===== config.mk =====
export PLATFORM = sky130hd
export DESIGN_NAME = fesi_mac_lane
export DESIGN_NICKNAME = d
export VERILOG_FILES = /design/src/rtl/core/fesi_pkg.sv /design/src/rtl/core/fesi_mac_lane.sv
export SDC_FILE = /design/constraint.sdc
export NUM_CORES = 2
export LEC_CHECK = 0
export BUFFER_PORTS_ARGS = -buffer_cell sky130_fd_sc_hd__buf_2
export CAP_MARGIN = 25
export CORE_MARGIN = 1
export CORE_UTILIZATION = 40
export CTS_CLUSTER_SIZE = 10
export DETAILED_ROUTE_END_ITERATION = 6
export PLACE_DENSITY = 0.66
export SLEW_MARGIN = 15
export SYNTH_ARGS = -nofsm -noshare
export SYNTH_HDL_FRONTEND = slang
export SYNTH_SLANG_ARGS = --single-unit

===== constraint.sdc =====
create_clock -name clk -period 11.9 [get_ports clk]
set_input_delay 1.19 -clock clk [delete_from_list [all_inputs] [get_ports clk]]
set_output_delay 1.19 -clock clk [all_outputs]
set_load 0.1 [all_outputs]

===== src/rtl/core/fesi_pkg.sv =====
// shared constants, types and stage map of the linear shape interpolation block
package fesi_pkg;

    localparam int VALUE_WIDTH     = 32;
    localparam int COORD_FRAC_BITS = 14;
    localparam int COORD_W         = 16;
    localparam int NV              = 6;
    localparam int NPYR            = 4;

    // width of the linear sums (1-w, 1-u-v, a-2u and so on)
    localparam int AW = ((COORD_FRAC_BITS + 1 > COORD_W) ? COORD_FRAC_BITS + 1 : COORD_W) + 2;
    localparam int PW = 2 * AW;
    // pyramid numerator after the divide by eight, divisor magnitude, weight width
    localparam int NW = PW - 4;
    localparam int DW = AW - 1;
    localparam int LW = NW + 1;
    localparam int MW = LW + VALUE_WIDTH;
    localparam int SW = MW + 3;
    localparam int ONE_INT = 1 << COORD_FRAC_BITS;

    // pipeline stage map
    localparam int ST_IN   = 0;
    localparam int ST_MUL  = 1;
    localparam int ST_PREP = 2;
    localparam int ST_DIV0 = 3;
    localparam int ST_SEL  = ST_DIV0 + NW;
    localparam int ST_MAC  = ST_SEL + 1;
    localparam int ST_PAIR = ST_SEL + 2;
    localparam int ST_SUM  = ST_SEL + 3;
    localparam int ST_OUT  = ST_SEL + 4;
    localparam int NST     = ST_SEL + 5;

    typedef enum logic [1:0] {
        TOPO_TET   = 2'd0,
        TOPO_PYR   = 2'd1,
        TOPO_WEDGE = 2'd2,
        TOPO_NONE  = 2'd3
    } topo_t;

    typedef enum logic [1:0] {
        ERR_NONE = 2'd0,
        ERR_TOPO = 2'd1,
        ERR_APEX = 2'd2
    } err_t;

    typedef logic signed [VALUE_WIDTH-1:0] value_t;
    typedef logic signed [COORD_W-1:0]     coord_t;
    typedef logic signed [AW-1:0]          sum_t;
    typedef logic signed [PW-1:0]          prod_t;
    typedef logic signed [LW-1:0]          weight_t;
    typedef logic signed [MW-1:0]          mac_t;
    typedef logic [NW-1:0]                 num_t;
    typedef logic [DW-1:0]                 div_t;

    typedef struct packed {
        topo_t                topo;
        coord_t               u;
        coord_t               v;
        coord_t               w;
        value_t [NV-1:0]      vals;
        logic                 last;
    } raw_t;

    typedef struct packed {
        logic                 last;
        err_t                 err;
        topo_t                topo;
        logic [NPYR-1:0]      qneg;
        weight_t [NV-1:0]     fw;
        value_t [NV-1:0]      vals;
    } carry_t;

    typedef struct packed {
        carry_t               c;
        num_t [NPYR-1:0]      num;
        div_t                 amag;
    } prep_t;

    typedef struct packed {
        logic                 last;
        err_t                 err;
    } tag_t;

    typedef struct packed {
        logic                 mul;
        logic                 prep;
    } shape_en_t;

    typedef struct packed {
        logic                 pair;
        logic                 total;
        logic                 out;
    } merge_en_t;

endpackage


===== src/rtl/core/fesi_mac_lane.sv =====
// one weight times vertex value product lane
module fesi_mac_lane (
    input  logic              clk,
    input  logic              en,
    input  fesi_pkg::weight_t wt,
    input  fesi_pkg::value_t  val,
    output fesi_pkg::mac_t    prod
);
    import fesi_pkg::*;

    mac_t prod_reg;

    always_ff @(posedge clk)
    begin
        if (en)
        begin
            prod_reg <= mac_t'(wt) * mac_t'(val);
        end
    end

    assign prod = prod_reg;

endmodule


==> flow_summary.yaml <==
detailed_routing:
  vias_per_cell: 5.03
  num_vias: 26400
  wl_per_cell_um: 18.9
  detailedRoute.firstPassIterationCount: 5
  detail_route.wirelength_mm: 99.2
  final_routed_drc_violation_total: 0
  antenna_violating_nets_post_route: 0
  drt_iter0_markers: 1327
critical_path:
  critical_path.n_buffers_inverters: 6
  worstSetupEndpointType: "flop"
  critPathLaunchType: "input pin"
  startpoint: "val[8]"
  critical_path_start_end_classification: "input pin to flop"
  worstPathMaxFanout: 33
  crit_slowest_cell: "sky130_fd_sc_hd__o2111ai_1"
  critPathMostFrequentCell: "sky130_fd_sc_hd__fa_1"
  crit_family: "adder cells"
  crit_path_max_incr_delay_ns: 0.88
  crit_arrival_ns: 10.34
  path_depth: 26
  critPathRequiredTime_ns: 12.04
worst_hold_path:
  hold_path.startpoint: "en"
  min_path_cells: 1
  hp-class: "input pin to flop"
clocking:
  cts_post_setup_buffers_inserted: 0
  cts-hold-fix-buffers: 0
  clock_tree.root_cell: "sky130_fd_sc_hd__clkbuf_16"
  clock_tree_from_tritoncts: "built"
  cts.path.max_buffers: 2
  cts_inserted_buffers: 9
  post_cts_resized: 0
  clock_sinks: 65
  ctsHtreeMaxLevel: 3
  clkSlewWorstSetupHoldPaths_ns: 0.07
synth:
  synth_cell_types: 55
  syn_nets: 5379
  synth_sequential_area_ratio_pct: 5.02
  synthesis.area_um2: 38900
  synthTopCellsByArea: "sky130_fd_sc_hd__fa_1 57%, sky130_fd_sc_hd__inv_1 9.5%, sky130_fd_sc_hd__and2_1 8.5%, sky130_fd_sc_hd__ha_1 6.0%, sky130_fd_sc_hd__nand2_1 5.2%"
  synth_area_per_cell_um2: 9.69
  post-synth-top-area-fraction_pct: 57.2
  synthCells: 4014
  synth-edff-count: 65
  synth-seq-cells: 65
  ys_async_sr_fraction_pct: 0
  ys_warn_count: 0
  yosys_most_used_dff: "sky130_fd_sc_hd__edfxtp_1"
  synth_top_area_cell: "sky130_fd_sc_hd__fa_1"
global_routing:
  global_route_wire_length_before_repair_mm: 163
  grt_max_degree: 52
  grt_usage_pct: 21.4
  grt.overflow.total: 0
  number_of_antenna_violations_at_the_first_check_in_global_routing: 12
  via_count_of_the_first_global_routing_pass: 29400
sta:
  max_clock_freq_ghz: 0.0980
  hold_viol: 0
  timing.max_slew.rel_slack_pct: 28.7
  fin_setup_tns_ns: 0
  finalCritPeriodShare_pct: 85.7
  worst-slew-pin-transition_ns: 1.04
  setup_repair_after_global_routing_missed_its_margin: "false"
  maxSlewViolCount: 0
  period_needed_ns: 10.20
  timing.final.setup_violations: 0
placed_design:
  portBuffers: 131
  placedCellCount: 5227
  place.gp.congestion: 0.883
  hpwlAfterDp_mm: 82.0
layout:
  fin_util_pct: 42.3
  n_antenna_cell: 0
  area.sequential_um2: 1950
  multiInputGateArea_um2: 32400
  post_route_cells_drive_above_1_share_pct: 4.31
  largest_register_ffs: 65
  finalNetCount: 5327
  final.fill_count: 9425
  layout.cells.non_filler: 5243
  area_growth_pct: 4.93
status:
  run_status: "finished clean"
floorplanning:
  placementRows: 114
  design.die.area_um2: 98500
  die-height_um: 314
  design.core.area_um2: 96600
  effective_utilization_at_floorplan_pct: 40.3
  die_w_um: 314
  pin_count: 132
flow_run:
  cap_viol_max_count: 0
==> worst paths after layout <==
| check | endpoint | slack [ns] |
|---|---|---|
| setup / recovery | prod[61]$_DFFE_PP_ | 1.70 |
| hold / removal | prod[58]$_DFFE_PP_ | 1.16 |
==> layout make-up <==
cell class / instances / area share [%]
inverter: 989 / 9.09
timing repair buffer: 148 / 1.93
clock buffer: 9 / 0.552
multi-input combinational: 2749 / 79.5
sequential: 65 / 4.78
tap: 1276 / 3.91
clock inverter: 7 / 0.251
==> kinds of logic (layout without fill, tap and decap cells) <==
kind of cell	after synthesis	in the layout	synth area share [%]
flip-flops	65	65	5.02
AND/OR/NAND/NOR	1175	1175	15.1
AO/OA/AOI/OAI	202	202	3.41
XOR/XNOR	74	74	1.67
adder cells (fa/ha/maj)	1298	1298	63.2
buffers and inverters	1200	1153	11.6
==> metal layers <==
metal | track usage [%] | wire length [um] | share of wire (%) | vias up
met3 | 2.59 | 4990 | 5.0 | 185
met4 | 10.0 | 5010 | 5.1 | 8
li1 | - | - | - | 11400
met2 | 37.0 | 50600 | 51 | 773
met5 | 0 | 54 | 0.054 | -
met1 | 26.7 | 38500 | 39 | 14100
==> cell usage in the layout, fill, tap and decap left out, types with 27 or more instances in the layout <==
cell and count:
sky130_fd_sc_hd__xor2_1 27, sky130_fd_sc_hd__edfxtp_1 65, sky130_fd_sc_hd__inv_1 989, sky130_fd_sc_hd__a21o_1 30, sky130_fd_sc_hd__buf_2 130, sky130_fd_sc_hd__xnor2_1 47, sky130_fd_sc_hd__a21oi_1 70, sky130_fd_sc_hd__nor2_1 47
sky130_fd_sc_hd__fa_1 1112, sky130_fd_sc_hd__and2_1 531, sky130_fd_sc_hd__ha_1 186, sky130_fd_sc_hd__nand2_1 536
==> cell usage after synthesis (25+ instances only) <==
| cell | count |
|---|---|
| sky130_fd_sc_hd__nand2_1 | 536 |
| sky130_fd_sc_hd__and2_1 | 531 |
| sky130_fd_sc_hd__inv_1 | 989 |
| sky130_fd_sc_hd__xor2_1 | 27 |
| sky130_fd_sc_hd__ha_1 | 186 |
| sky130_fd_sc_hd__fa_1 | 1112 |
| sky130_fd_sc_hd__nor2_1 | 47 |
| sky130_fd_sc_hd__edfxtp_1 | 65 |
| sky130_fd_sc_hd__xnor2_1 | 47 |
| sky130_fd_sc_hd__a21o_1 | 30 |
| sky130_fd_sc_hd__clkbuf_1 | 210 |
| sky130_fd_sc_hd__o21ai_0 | 25 |
| sky130_fd_sc_hd__a21oi_1 | 70 |
==> through the flow <==
stage,area [um^2],hold slack [ns],setup WS [ns]
5_1_grt,40800,1.16,1.50
4_1_cts,40800,1.13,1.85
6_report,40800,1.16,1.70
3_3_place_gp,40500,1.57,1.47
2_1_floorplan,38900,1.30,3.23
3_5_place_dp,40500,1.58,1.50
Power is left out: the tool's default activity adds up to more than one toggle a clock period on the data nets, which glitch-free logic cannot reach.
