[src/rtl/core/fesi_pkg.sv]
// shared constants, types and stage map of the linear shape interpolation block
package fesi_pkg;

    localparam int VALUE_WIDTH     = 32;
    localparam int COORD_FRAC_BITS = 14;
    localparam int COORD_W         = 16;
    localparam int NV              = 6;
    localparam int NPYR            = 4;

    // width of the linear sums (1-w, 1-u-v, a-2u and so on)
    localparam int AW = ((COORD_FRAC_BITS + 1 > COORD_W) ? COORD_FRAC_BITS + 1 : COORD_W) + 2;
    localparam int PW = 2 * AW;
    // pyramid numerator after the divide by eight, divisor magnitude, weight width
    localparam int NW = PW - 4;
    localparam int DW = AW - 1;
    localparam int LW = NW + 1;
    localparam int MW = LW + VALUE_WIDTH;
    localparam int SW = MW + 3;
    localparam int ONE_INT = 1 << COORD_FRAC_BITS;

    // pipeline stage map
    localparam int ST_IN   = 0;
    localparam int ST_MUL  = 1;
    localparam int ST_PREP = 2;
    localparam int ST_DIV0 = 3;
    localparam int ST_SEL  = ST_DIV0 + NW;
    localparam int ST_MAC  = ST_SEL + 1;
    localparam int ST_PAIR = ST_SEL + 2;
    localparam int ST_SUM  = ST_SEL + 3;
    localparam int ST_OUT  = ST_SEL + 4;
    localparam int NST     = ST_SEL + 5;

    typedef enum logic [1:0] {
        TOPO_TET   = 2'd0,
        TOPO_PYR   = 2'd1,
        TOPO_WEDGE = 2'd2,
        TOPO_NONE  = 2'd3
    } topo_t;

    typedef enum logic [1:0] {
        ERR_NONE = 2'd0,
        ERR_TOPO = 2'd1,
        ERR_APEX = 2'd2
    } err_t;

    typedef logic signed [VALUE_WIDTH-1:0] value_t;
    typedef logic signed [COORD_W-1:0]     coord_t;
    typedef logic signed [AW-1:0]          sum_t;
    typedef logic signed [PW-1:0]          prod_t;
    typedef logic signed [LW-1:0]          weight_t;
    typedef logic signed [MW-1:0]          mac_t;
    typedef logic [NW-1:0]                 num_t;
    typedef logic [DW-1:0]                 div_t;

    typedef struct packed {
        topo_t                topo;
        coord_t               u;
        coord_t               v;
        coord_t               w;
        value_t [NV-1:0]      vals;
        logic                 last;
    } raw_t;

    typedef struct packed {
        logic                 last;
        err_t                 err;
        topo_t                topo;
        logic [NPYR-1:0]      qneg;
        weight_t [NV-1:0]     fw;
        value_t [NV-1:0]      vals;
    } carry_t;

    typedef struct packed {
        carry_t               c;
        num_t [NPYR-1:0]      num;
        div_t                 amag;
    } prep_t;

    typedef struct packed {
        logic                 last;
        err_t                 err;
    } tag_t;

    typedef struct packed {
        logic                 mul;
        logic                 prep;
    } shape_en_t;

    typedef struct packed {
        logic                 pair;
        logic                 total;
        logic                 out;
    } merge_en_t;

endpackage

[src/rtl/core/fesi_div_lane.sv]
// pipelined restoring divider lane, one quotient bit per stage
module fesi_div_lane (
    input  logic                    clk,
    input  logic [fesi_pkg::NW-1:0] en,
    input  fesi_pkg::num_t          num,
    input  fesi_pkg::div_t          dvs,
    output fesi_pkg::num_t          quo
);
    import fesi_pkg::*;

    div_t        rem_reg [NW];
    num_t        nq_reg  [NW];
    div_t        dv_reg  [NW];

    div_t        rem_in  [NW];
    num_t        nq_in   [NW];
    div_t        dv_in   [NW];
    logic [DW:0] trial   [NW];
    logic        ge      [NW];
    div_t        rem_nx  [NW];
    num_t        nq_nx   [NW];

    for (genvar j = 0; j < NW; j++)
    begin : g_stage
        if (j == 0)
        begin : g_first
            assign rem_in[j] = '0;
            assign nq_in[j]  = num;
            assign dv_in[j]  = dvs;
        end
        else
        begin : g_next
            assign rem_in[j] = rem_reg[j-1];
            assign nq_in[j]  = nq_reg[j-1];
            assign dv_in[j]  = dv_reg[j-1];
        end

        // numerator bits shift out the top while quotient bits enter at the bottom
        always_comb
        begin
            trial[j]  = {rem_in[j], nq_in[j][NW-1]};
            ge[j]     = trial[j] >= {1'b0, dv_in[j]};
            rem_nx[j] = ge[j] ? DW'(trial[j] - {1'b0, dv_in[j]}) : trial[j][DW-1:0];
            nq_nx[j]  = {nq_in[j][NW-2:0], ge[j]};
        end

        always_ff @(posedge clk)
        begin
            if (en[j])
            begin
                rem_reg[j] <= rem_nx[j];
                nq_reg[j]  <= nq_nx[j];
                dv_reg[j]  <= dv_in[j];
            end
        end
    end

    assign quo = nq_reg[NW-1];

endmodule

[config.mk]
export PLATFORM = sky130hd
export DESIGN_NAME = fesi_div_lane
export DESIGN_NICKNAME = d
export VERILOG_FILES = /design/src/rtl/core/fesi_pkg.sv /design/src/rtl/core/fesi_div_lane.sv
export SDC_FILE = /design/constraint.sdc
export NUM_CORES = 2
export LEC_CHECK = 0
export BUFFER_PORTS_ARGS = -buffer_cell sky130_fd_sc_hd__buf_2
export CAP_MARGIN = 20
export CORE_UTILIZATION = 60
export CTS_BUF_LIST = sky130_fd_sc_hd__clkbuf_4 sky130_fd_sc_hd__clkbuf_8
export DETAILED_ROUTE_END_ITERATION = 8
export PLACE_DENSITY_LB_ADDON = 0.08
export SLEW_MARGIN = 20
export SYNTH_ARGS = -nofsm -noshare
export SYNTH_HDL_FRONTEND = slang
export SYNTH_SLANG_ARGS = --single-unit
[constraint.sdc]
create_clock -name clk -period 6.63 [get_ports clk]
set_input_delay 1.326 -clock clk [delete_from_list [all_inputs] [get_ports clk]]
set_output_delay 1.326 -clock clk [all_outputs]
set_load 0.005 [all_outputs]
==> reports/qor.csv <==
metric;value;unit
status;finished, violations left;
failed_checks;DRC;
largest_reg_flops;1024;
cts_max_level;5;
clkLatencyLatePin;1.00;ns
holdCritStartpoint;nq_reg[1][17];
cap_violations;0;
whs_path_depth;0;
final_core_util;66.7;%
antenna_found_initial;9;
slew_violations;0;
dieWidth;396;µm
clock-root-buffer;clkbuf_8;
drive_gt1_share;14.5;%
worstPathRequired;7.33;ns
hold_path_end;nq_reg[1][50];
die_area;157000;µm²
start_util;60.5;%
met3_length;7470;µm
async_flop_share;0;%
cts_resized;0;
synth_ff_type;edfxtp_1;
crit_start;dv_reg[0][136];
fin_tns_setup;0;ns
whs;0.373;ns
worstHoldPathType;flop to flop;
place_area;96400;µm²
yosysUniqueCellTypes;84;
regToRegStartpoint;dv_reg[0][136];
clock_path_buffers;4;
port-buffer-count;113;
worstSetupStartpointType;flop;
yosys_warnings;0;
post_cts_buffers;0;
power_density;450;nW/µm²
cp-end-kind;flop;
synth_seq_cells;2078;
grt_max_degree;67;
drt-total-wl;176000;µm
worstPathArrival;4.60;ns
area_growth;10.3;%
reg2regPathDepth;12;
routabilityCongestion;0.891;
synth_top_area_share;66.9;%
rows;144;
stdcell_area;103000;µm²
crit_path_max_fanout;29;
cts.clk_slew.worst_paths;0.06;ns
fmax;256;MHz
cts_buffers;345;
syn_nets;7130;
clock_sinks;2078;
period_minus_slack;3.90;ns
yosys-top-cells-area;edfxtp_1, ha_1, mux2_2;
cts_tree;done;
p_total;46.3;mW
synth_area;93300;µm²
met1Wirelength;79300;µm
r2r_setup_slack;2.73;ns
rsz0062_at_grt;false;
grt_pass1_vias;51500;
die_y;396;µm
dr_wl_met2;83900;µm
drc;44;
synth_seq_area_share;66.9;%
r2r_end;rem_reg[0][167];
wl_per_cell;19.1;µm
grt_usage;22.5;%
p_leak;40.0;nW
slew_headroom;27.5;%
num_vias;51400;
vdd_drop_max;0.000252;V
hold_viol_final;0;
setup_viol_count_final;0;
ctsHoldBuffers;0;
fin_skew;0.0596;ns
grt_pass1_wl;276000;µm
nFillCells;11100;
core-area;154000;µm²
synth_edf_count;2078;
postSynthCellCount;6489;
drt_iter0_drc;3296;
drt-pass1-iter-count;8;
ant_nets;0;
layout.nets;7566;
routed.top_layer;met4;
critical_path_class;flop to flop;
dpl.hpwl;123000;µm
overflow;0;
synth_area_leader_cell;edfxtp_1;
viasPerCell;5.59;
worst_slew_pin_slew;1.09;ns
post-route-period-util;58.8;%
pin_count;114;
syn_avg_cell_area;14.4;µm²
-- power by group --
part	internal (mW)	total, mW	switching (mW)
Clock	5.79	10.6	4.77
Combinational	7.59	16.2	8.62
Sequential	18.0	19.5	1.49
Total	31.4	46.3	14.9
-- synth_stat cells (33+ instances only) --
| cell | count |
|---|---|
| a211oi_1 | 50 |
| a21o_1 | 181 |
| a21oi_1 | 444 |
| a31oi_1 | 59 |
| clkbuf_1 | 46 |
| edfxtp_1 | 2078 |
| ha_1 | 529 |
| inv_1 | 658 |
| mux2_2 | 305 |
| nand2_1 | 261 |
| nand2b_1 | 46 |
| nand3_1 | 46 |
| nand4_1 | 77 |
| nor2_1 | 319 |
| nor2b_1 | 44 |
| nor3_1 | 97 |
| o21a_1 | 59 |
| o21ai_0 | 276 |
| o21bai_1 | 78 |
| o31a_1 | 33 |
| xnor2_1 | 259 |
| xor2_1 | 145 |
-- cell usage in the layout (no fill, tap or decap), drive strengths merged, types with 30 or more instances in the layout --
master  count
a211oi     52
a21o      181
a21oi     444
a31oi      60
and3       30
buf       161
clkbuf    446
clkinv    102
edfxtp   2078
fa         30
ha        529
inv       661
mux2      320
nand2     262
nand2b     46
nand3      46
nand4      77
nor2      319
nor2b      44
nor3       98
o21a       59
o21ai     291
o21bai     79
o31a       33
xnor2     259
xor2      145
-- kinds of logic after synthesis --
logic type	share of synthesized area, %
buf+inv	3.01
simple gates	5.11
flops	66.9
mux	4.13
fa+ha+maj	7.74
xor+xnor	3.79
compound gates	9.30
-- worst max-delay path by stage --
stage	end	cells after the start
global route	rem_reg[0][205]	12
CTS	rem_reg[1][116]	11
global placement	rem_reg[1][77]	12
floorplan	rem_reg[1][65]	13
finish	rem_reg[0][167]	12
detailed placement	rem_reg[0][205]	12
-- layout make-up --
class	count	area (µm²)	share of cell area, %
clock inverters	123	813	0.791
well taps	2044	2560	2.49
repair buffers	161	930	0.904
clock buffers	446	5540	5.39
diodes	6	15.0	0.0146
flip-flops and latches	2078	62400	60.7
multi-input cells	3680	28100	27.3
inverters	659	2470	2.41
-- through the flow --
stage | cells | setup WS, ns
6_report | 9197 | 2.73
5_1_grt | 9196 | 2.52
4_1_cts | 9190 | 2.83
3_5_place_dp | 8621 | 2.85
3_3_place_gp | 8621 | 2.66
2_1_floorplan | 6489 | 3.29
-- metal layers --
layer	GRT usage, %	vias up
met1	30.3	24800
met2	37.1	1080
met4	8.40	0
li1	-	25200
met5	0	-
met3	3.49	355
-- worst max-delay path, stage by stage, from the launching register on --
cell,delay [ns]
edfxtp_1,0.43
ha_1,0.21
inv_1,0.06
fa_1,0.42
a211oi_1,0.25
o21bai_1,0.14
a21oi_1,0.34
a21oi_1,0.14
o311ai_0,0.68
and2_1,0.23
buf_4,0.29
inv_1,0.14
mux2_2,0.30
Power figures use the tool's default switching activity.
