## src/rtl/core/fesi_pkg.sv

```systemverilog
// shared constants, types and stage map of the linear shape interpolation block
package fesi_pkg;

    localparam int VALUE_WIDTH     = 32;
    localparam int COORD_FRAC_BITS = 14;
    localparam int COORD_W         = 16;
    localparam int NV              = 6;
    localparam int NPYR            = 4;

    // width of the linear sums (1-w, 1-u-v, a-2u and so on)
    localparam int AW = ((COORD_FRAC_BITS + 1 > COORD_W) ? COORD_FRAC_BITS + 1 : COORD_W) + 2;
    localparam int PW = 2 * AW;
    // pyramid numerator after the divide by eight, divisor magnitude, weight width
    localparam int NW = PW - 4;
    localparam int DW = AW - 1;
    localparam int LW = NW + 1;
    localparam int MW = LW + VALUE_WIDTH;
    localparam int SW = MW + 3;
    localparam int ONE_INT = 1 << COORD_FRAC_BITS;

    // pipeline stage map
    localparam int ST_IN   = 0;
    localparam int ST_MUL  = 1;
    localparam int ST_PREP = 2;
    localparam int ST_DIV0 = 3;
    localparam int ST_SEL  = ST_DIV0 + NW;
    localparam int ST_MAC  = ST_SEL + 1;
    localparam int ST_PAIR = ST_SEL + 2;
    localparam int ST_SUM  = ST_SEL + 3;
    localparam int ST_OUT  = ST_SEL + 4;
    localparam int NST     = ST_SEL + 5;

    typedef enum logic [1:0] {
        TOPO_TET   = 2'd0,
        TOPO_PYR   = 2'd1,
        TOPO_WEDGE = 2'd2,
        TOPO_NONE  = 2'd3
    } topo_t;

    typedef enum logic [1:0] {
        ERR_NONE = 2'd0,
        ERR_TOPO = 2'd1,
        ERR_APEX = 2'd2
    } err_t;

    typedef logic signed [VALUE_WIDTH-1:0] value_t;
    typedef logic signed [COORD_W-1:0]     coord_t;
    typedef logic signed [AW-1:0]          sum_t;
    typedef logic signed [PW-1:0]          prod_t;
    typedef logic signed [LW-1:0]          weight_t;
    typedef logic signed [MW-1:0]          mac_t;
    typedef logic [NW-1:0]                 num_t;
    typedef logic [DW-1:0]                 div_t;

    typedef struct packed {
        topo_t                topo;
        coord_t               u;
        coord_t               v;
        coord_t               w;
        value_t [NV-1:0]      vals;
        logic                 last;
    } raw_t;

    typedef struct packed {
        logic                 last;
        err_t                 err;
        topo_t                topo;
        logic [NPYR-1:0]      qneg;
        weight_t [NV-1:0]     fw;
        value_t [NV-1:0]      vals;
    } carry_t;

    typedef struct packed {
        carry_t               c;
        num_t [NPYR-1:0]      num;
        div_t                 amag;
    } prep_t;

    typedef struct packed {
        logic                 last;
        err_t                 err;
    } tag_t;

    typedef struct packed {
        logic                 mul;
        logic                 prep;
    } shape_en_t;

    typedef struct packed {
        logic                 pair;
        logic                 total;
        logic                 out;
    } merge_en_t;

endpackage

```

## src/rtl/core/fesi_merge.sv

```systemverilog
// merge of the lane products: adder tree, rounding, saturation, zeroing on error and output register
module fesi_merge (
    input  logic                        clk,
    input  fesi_pkg::merge_en_t         en,
    input  fesi_pkg::mac_t [fesi_pkg::NV-1:0] prod,
    input  fesi_pkg::tag_t              tag,
    output fesi_pkg::value_t            interp_value,
    output logic [1:0]                  error_code,
    output logic                        last_out
);
    import fesi_pkg::*;

    localparam logic signed [SW-1:0] VMAX =
        {{(SW - VALUE_WIDTH + 1){1'b0}}, {(VALUE_WIDTH - 1){1'b1}}};
    localparam logic signed [SW-1:0] VMIN = ~VMAX;
    localparam logic signed [SW-1:0] HALF = SW'(ONE_INT >> 1);

    logic signed [MW:0]   pair_next [3];
    logic signed [MW:0]   pair_reg  [3];
    logic signed [SW-1:0] tot_next, tot_reg;
    logic signed [SW-1:0] rnd;
    value_t               val_next, val_reg;
    tag_t                 tag_pair_reg, tag_tot_reg, tag_out_reg;

    always_comb
    begin
        for (int i = 0; i < 3; i++)
        begin
            pair_next[i] = (MW + 1)'($signed(prod[2*i])) + (MW + 1)'($signed(prod[2*i+1]));
        end
        tot_next = SW'(pair_reg[0]) + SW'(pair_reg[1]) + SW'(pair_reg[2]);

        // round to nearest, ties toward plus infinity
        rnd = (tot_reg + HALF) >>> COORD_FRAC_BITS;
        if (tag_tot_reg.err != ERR_NONE)
        begin
            val_next = '0;
        end
        else if (rnd > VMAX)
        begin
            val_next = VMAX[VALUE_WIDTH-1:0];
        end
        else if (rnd < VMIN)
        begin
            val_next = VMIN[VALUE_WIDTH-1:0];
        end
        else
        begin
            val_next = rnd[VALUE_WIDTH-1:0];
        end
    end

    always_ff @(posedge clk)
    begin
        if (en.pair)
        begin
            for (int i = 0; i < 3; i++)
            begin
                pair_reg[i] <= pair_next[i];
            end
            tag_pair_reg <= tag;
        end
        if (en.total)
        begin
            tot_reg     <= tot_next;
            tag_tot_reg <= tag_pair_reg;
        end
        if (en.out)
        begin
            val_reg     <= val_next;
            tag_out_reg <= tag_tot_reg;
        end
    end

    assign interp_value = val_reg;
    assign error_code   = tag_out_reg.err;
    assign last_out     = tag_out_reg.last;

endmodule
```

## config.mk

```make
export PLATFORM = sky130hd
export DESIGN_NAME = fesi_merge
export DESIGN_NICKNAME = d
export VERILOG_FILES = /design/src/rtl/core/fesi_pkg.sv /design/src/rtl/core/fesi_merge.sv
export SDC_FILE = /design/constraint.sdc
export NUM_CORES = 1
export LEC_CHECK = 0
export BUFFER_PORTS_ARGS = -buffer_cell sky130_fd_sc_hd__buf_2
export CORE_ASPECT_RATIO = 1.4
export CORE_MARGIN = 2
export CORE_UTILIZATION = 41
export CTS_CLUSTER_DIAMETER = 50
export DETAILED_ROUTE_END_ITERATION = 8
export PLACE_DENSITY = 0.7
export REMOVE_ABC_BUFFERS = 1
export SKIP_CTS_REPAIR_TIMING = 1
export SYNTH_ARGS = -nofsm -noshare
export SYNTH_HDL_FRONTEND = slang
export SYNTH_SLANG_ARGS = --single-unit
```

## constraint.sdc

```tcl
create_clock -name clk -period 10.9 [get_ports clk]
set_input_delay 0.545 -clock clk [delete_from_list [all_inputs] [get_ports clk]]
set_output_delay 0.545 -clock clk [all_outputs]
set_load 0.01 [all_outputs]
```

==> results.toml <==
[run_status]
status = "finished clean"

[critical_path]
cpMaxStageDelayCell = "fa_1"
worst_path_most_repeated_cell = "inv_1"
startpoint_type = "register"
r2r_cells = 14
required_ns = 11.16
rrSetupSlack_ns = 6.57
crit_cells = 14
crit_fanout = 6
path_buf_inv = 2
crit_family = "compound AO/OA/AOI/OAI gates"
max_stage_delay_ns = 0.54
crit_path_end_kind = "register"
path_cells = "inv_1, fa_1, inv_1, ha_1, a211oi_1, nand3_1, a41oi_1, nor4_2, o311ai_2, a21bo_2, o221ai_4, a311oi_1, o31ai_2, xor2_1"
worstSetupPathType = "reg -> reg"
critPathArrivalTime_ns = 4.59

[logic_synthesis]
synth-edff-count = 294
yosysSeqAreaShare_pct = 34.17
ys.flop_type = "edfxtp_1"
async_flop_share_pct = 0
syn_inst = 2680
yosysUniqueCellTypes = 90
avgSynthCellArea_um2 = 9.641
synth.cell_area_um2 = 25840
ys_seq_elements = 294
synth_warnings = 0

[finish]
drive_above_1_share_pct = 17.28
largest_reg_flops = 198
fin_nets = 3802
n_fill_cell = 5933
final_cell_area_um2 = 30020
final_core_util_pct = 48.29
regArea_um2 = 8828
syn2layout_area_growth_pct = 16.16
multi_input_area_um2 = 16210

[pwr]
power_density_nw_per_um2 = 194.1
ir_drop_v = 0.0001002
p_clk_share_pct = 21.7
p_leak_nw = 12.92
power_frac_comb_pct = 45.7
switching_share_pct = 38.85
switchingPower_mw = 2.263
finalPower_mw = 5.826
seqPwrFrac_pct = 32.6
p_int_mw = 3.562

[grt]
grt_antenna_before_repair = 3
grt_pass1_vias = 22540
grt_max_degree = 75
grt_use_total_pct = 24.07
grt_pass1_wl_um = 121900
grt.overflow.total = 0

[floorplanning]
die_height_um = 301.0
boundaryPins = 432
row_count = 108
die-area_um2 = 65070
core_um2 = 62160
die_w_um = 216.2
start_util_pct = 41.57

[cts]
root_buffer = "clkbuf_16"
cts_htree_levels = 2
insertion_delay_ns = 0.53
path_clk_slew_ns = 0.06
cts_tree = "done"
clock-sinks = 294
cts_inserted_buffers = 36
cts_buffer_depth = 3

[run]
cap_violations = 0

[timing]
tightest_slew_ns = 1.109
max_freq_mhz = 230.9
fin_crit_ns = 4.331
fin_skew_ns = 0.01632
fin_ws_ns = 6.569
hold_violations = 0
fin_setup_tns_ns = 0
relSlewSlack_pct = 26.08
rsz0062_at_grt = "false"
period_share_pct = 39.73
finalMaxSlewViolations = 0
finalSetupViolations = 0

[placement]
port_buffers = 431
postPlaceCellArea_um2 = 28760
place.gp.congestion = 0.9623
pre_cts_ws_ns = 6.301
hpwlAfterDp_um = 66930

[detailed_routing]
post_drt_wl_per_cell_um = 20.33
drc = 0
antenna_left = 0
first_iter_violations = 1386
drt_wl_total_um = 79890
met2RoutedLength_um = 42270
first_pass_iters = 5
via_per_inst = 5.663
m1WireLength_um = 29860
dr_wl_met3_um = 3625
vias = 22250
highest_layer = "met5"

[hold_path]
holdCritPathClass = "in -> reg"
whs_path_depth = 1
==> power groups by stage <==
| stage | Sequential (mW) | Combinational, mW | Clock (mW) |
|---|---|---|---|
| after floorplan | 1.85 | 1.90 | 0 |
| after global placement | 1.92 | 2.63 | 0 |
| after detailed placement | 1.93 | 2.65 | 0 |
| after CTS | 1.90 | 2.66 | 1.29 |
| after global routing | 1.94 | 2.96 | 1.33 |
| final | 1.90 | 2.66 | 1.26 |
==> final cells by class <==
class / instances / area share, %
clock buffers: 38 / 3.097
inverters: 129 / 1.613
flip-flops and latches: 294 / 29.41
repair buffers: 436 / 7.341
clock inverters: 26 / 1.075
diodes: 3 / 0.02501
multi-input cells: 2178 / 54.00
well taps: 825 / 3.439
==> stage by stage <==
step                hold slack [ns]  std cells
floorplan                    0.4003       2601
global placement             0.4005       3862
detailed placement           0.4057       3862
CTS                          0.1764       3926
global route                 0.1827       3928
finish                       0.2057       3929
==> path summary, 6_finish.rpt <==
path / startpoint / to
setup reg to reg: pair_reg[0][7] / tot_reg[62]
hold / removal: tag[0] / tag_pair_reg[0]
setup / recovery: pair_reg[0][7] / tot_reg[62]
hold reg to reg: tag_pair_reg[1] / tag_tot_reg[1]
==> logic make-up (layout without fill, tap and decap cells) <==
kind of cell               count (synthesis)  after routing  synth area share (%)
AOI/OAI and AO/OA                        871            871                 21.95
xor gates and xnor gates                 269            269                 9.118
adders and majority gates                330            330                 17.96
buffers and inverters                    208            629                 3.123
DFF                                      294            294                 34.17
muxes                                      4              4                0.1598
other                                      0              3                     0
and+or+nand+nor                          704            704                 13.52
==> placed cells by master (no fill, tap or decap), types with 16 or more instances in the layout <==
cell type  count
a21o_1       147
o21bai_1      50
nand3_1       83
o31ai_1       16
and3_1        29
xor2_1       107
inv_1        128
nor2b_1       21
a21oi_1      258
clkbuf_16     37
nor2_1       162
and4_1        17
nand2_1      176
nand4_1       70
o21ai_0      123
ha_1         262
and2_1        19
a31oi_1       36
nor3_1        47
fa_1          68
edfxtp_1     294
nand2b_1      31
buf_2        430
a211oi_1      25
o21ai_1       49
o21a_1        34
xnor2_1      162
==> routing by layer <==
layer | up-vias | GRT usage (%)
met1 | 10520 | 26.22
met4 | 2 | 11.74
met5 | - | 0
li1 | 10840 | -
met2 | 721 | 46.29
met3 | 157 | 2.192
==> synth_stat cells (15+ instances only) <==
master    count  area, um2
nand2b_1     31      193.9
a211oi_1     25      187.7
xnor2_1     162       1419
buf_2        15      75.07
a21oi_1     258       1291
and3_1       29      181.4
o21a_1       34      255.2
fa_1         68       1361
xor2_1      107      937.2
o21ai_0     123      615.6
o21bai_1     50      375.4
inv_1       128      480.5
nor3_1       47      235.2
a31oi_1      36      225.2
ha_1        262       3278
nand3_1      83      415.4
o31ai_1      16      120.1
o21ai_1      50      250.2
and4_1       17      148.9
nor2b_1      21      131.4
edfxtp_1    294       8828
nand2_1     176      660.6
a21o_1      147       1104
nor2_1      162      608.1
nand4_1      70      437.9
clkbuf_1     61      229.0
and2_1       19      118.9
==> worst reg2reg max path, stage by stage (launching register included) <==
cell,delay (ns)
edfxtp_1,0.36
inv_1,0.07
fa_1,0.54
inv_1,0.04
ha_1,0.30
a211oi_1,0.36
nand3_1,0.13
a41oi_1,0.47
nor4_2,0.15
o311ai_2,0.37
a21bo_2,0.30
o221ai_4,0.18
a311oi_1,0.51
o31ai_2,0.12
xor2_1,0.16
Power figures use the tool's default switching activity.
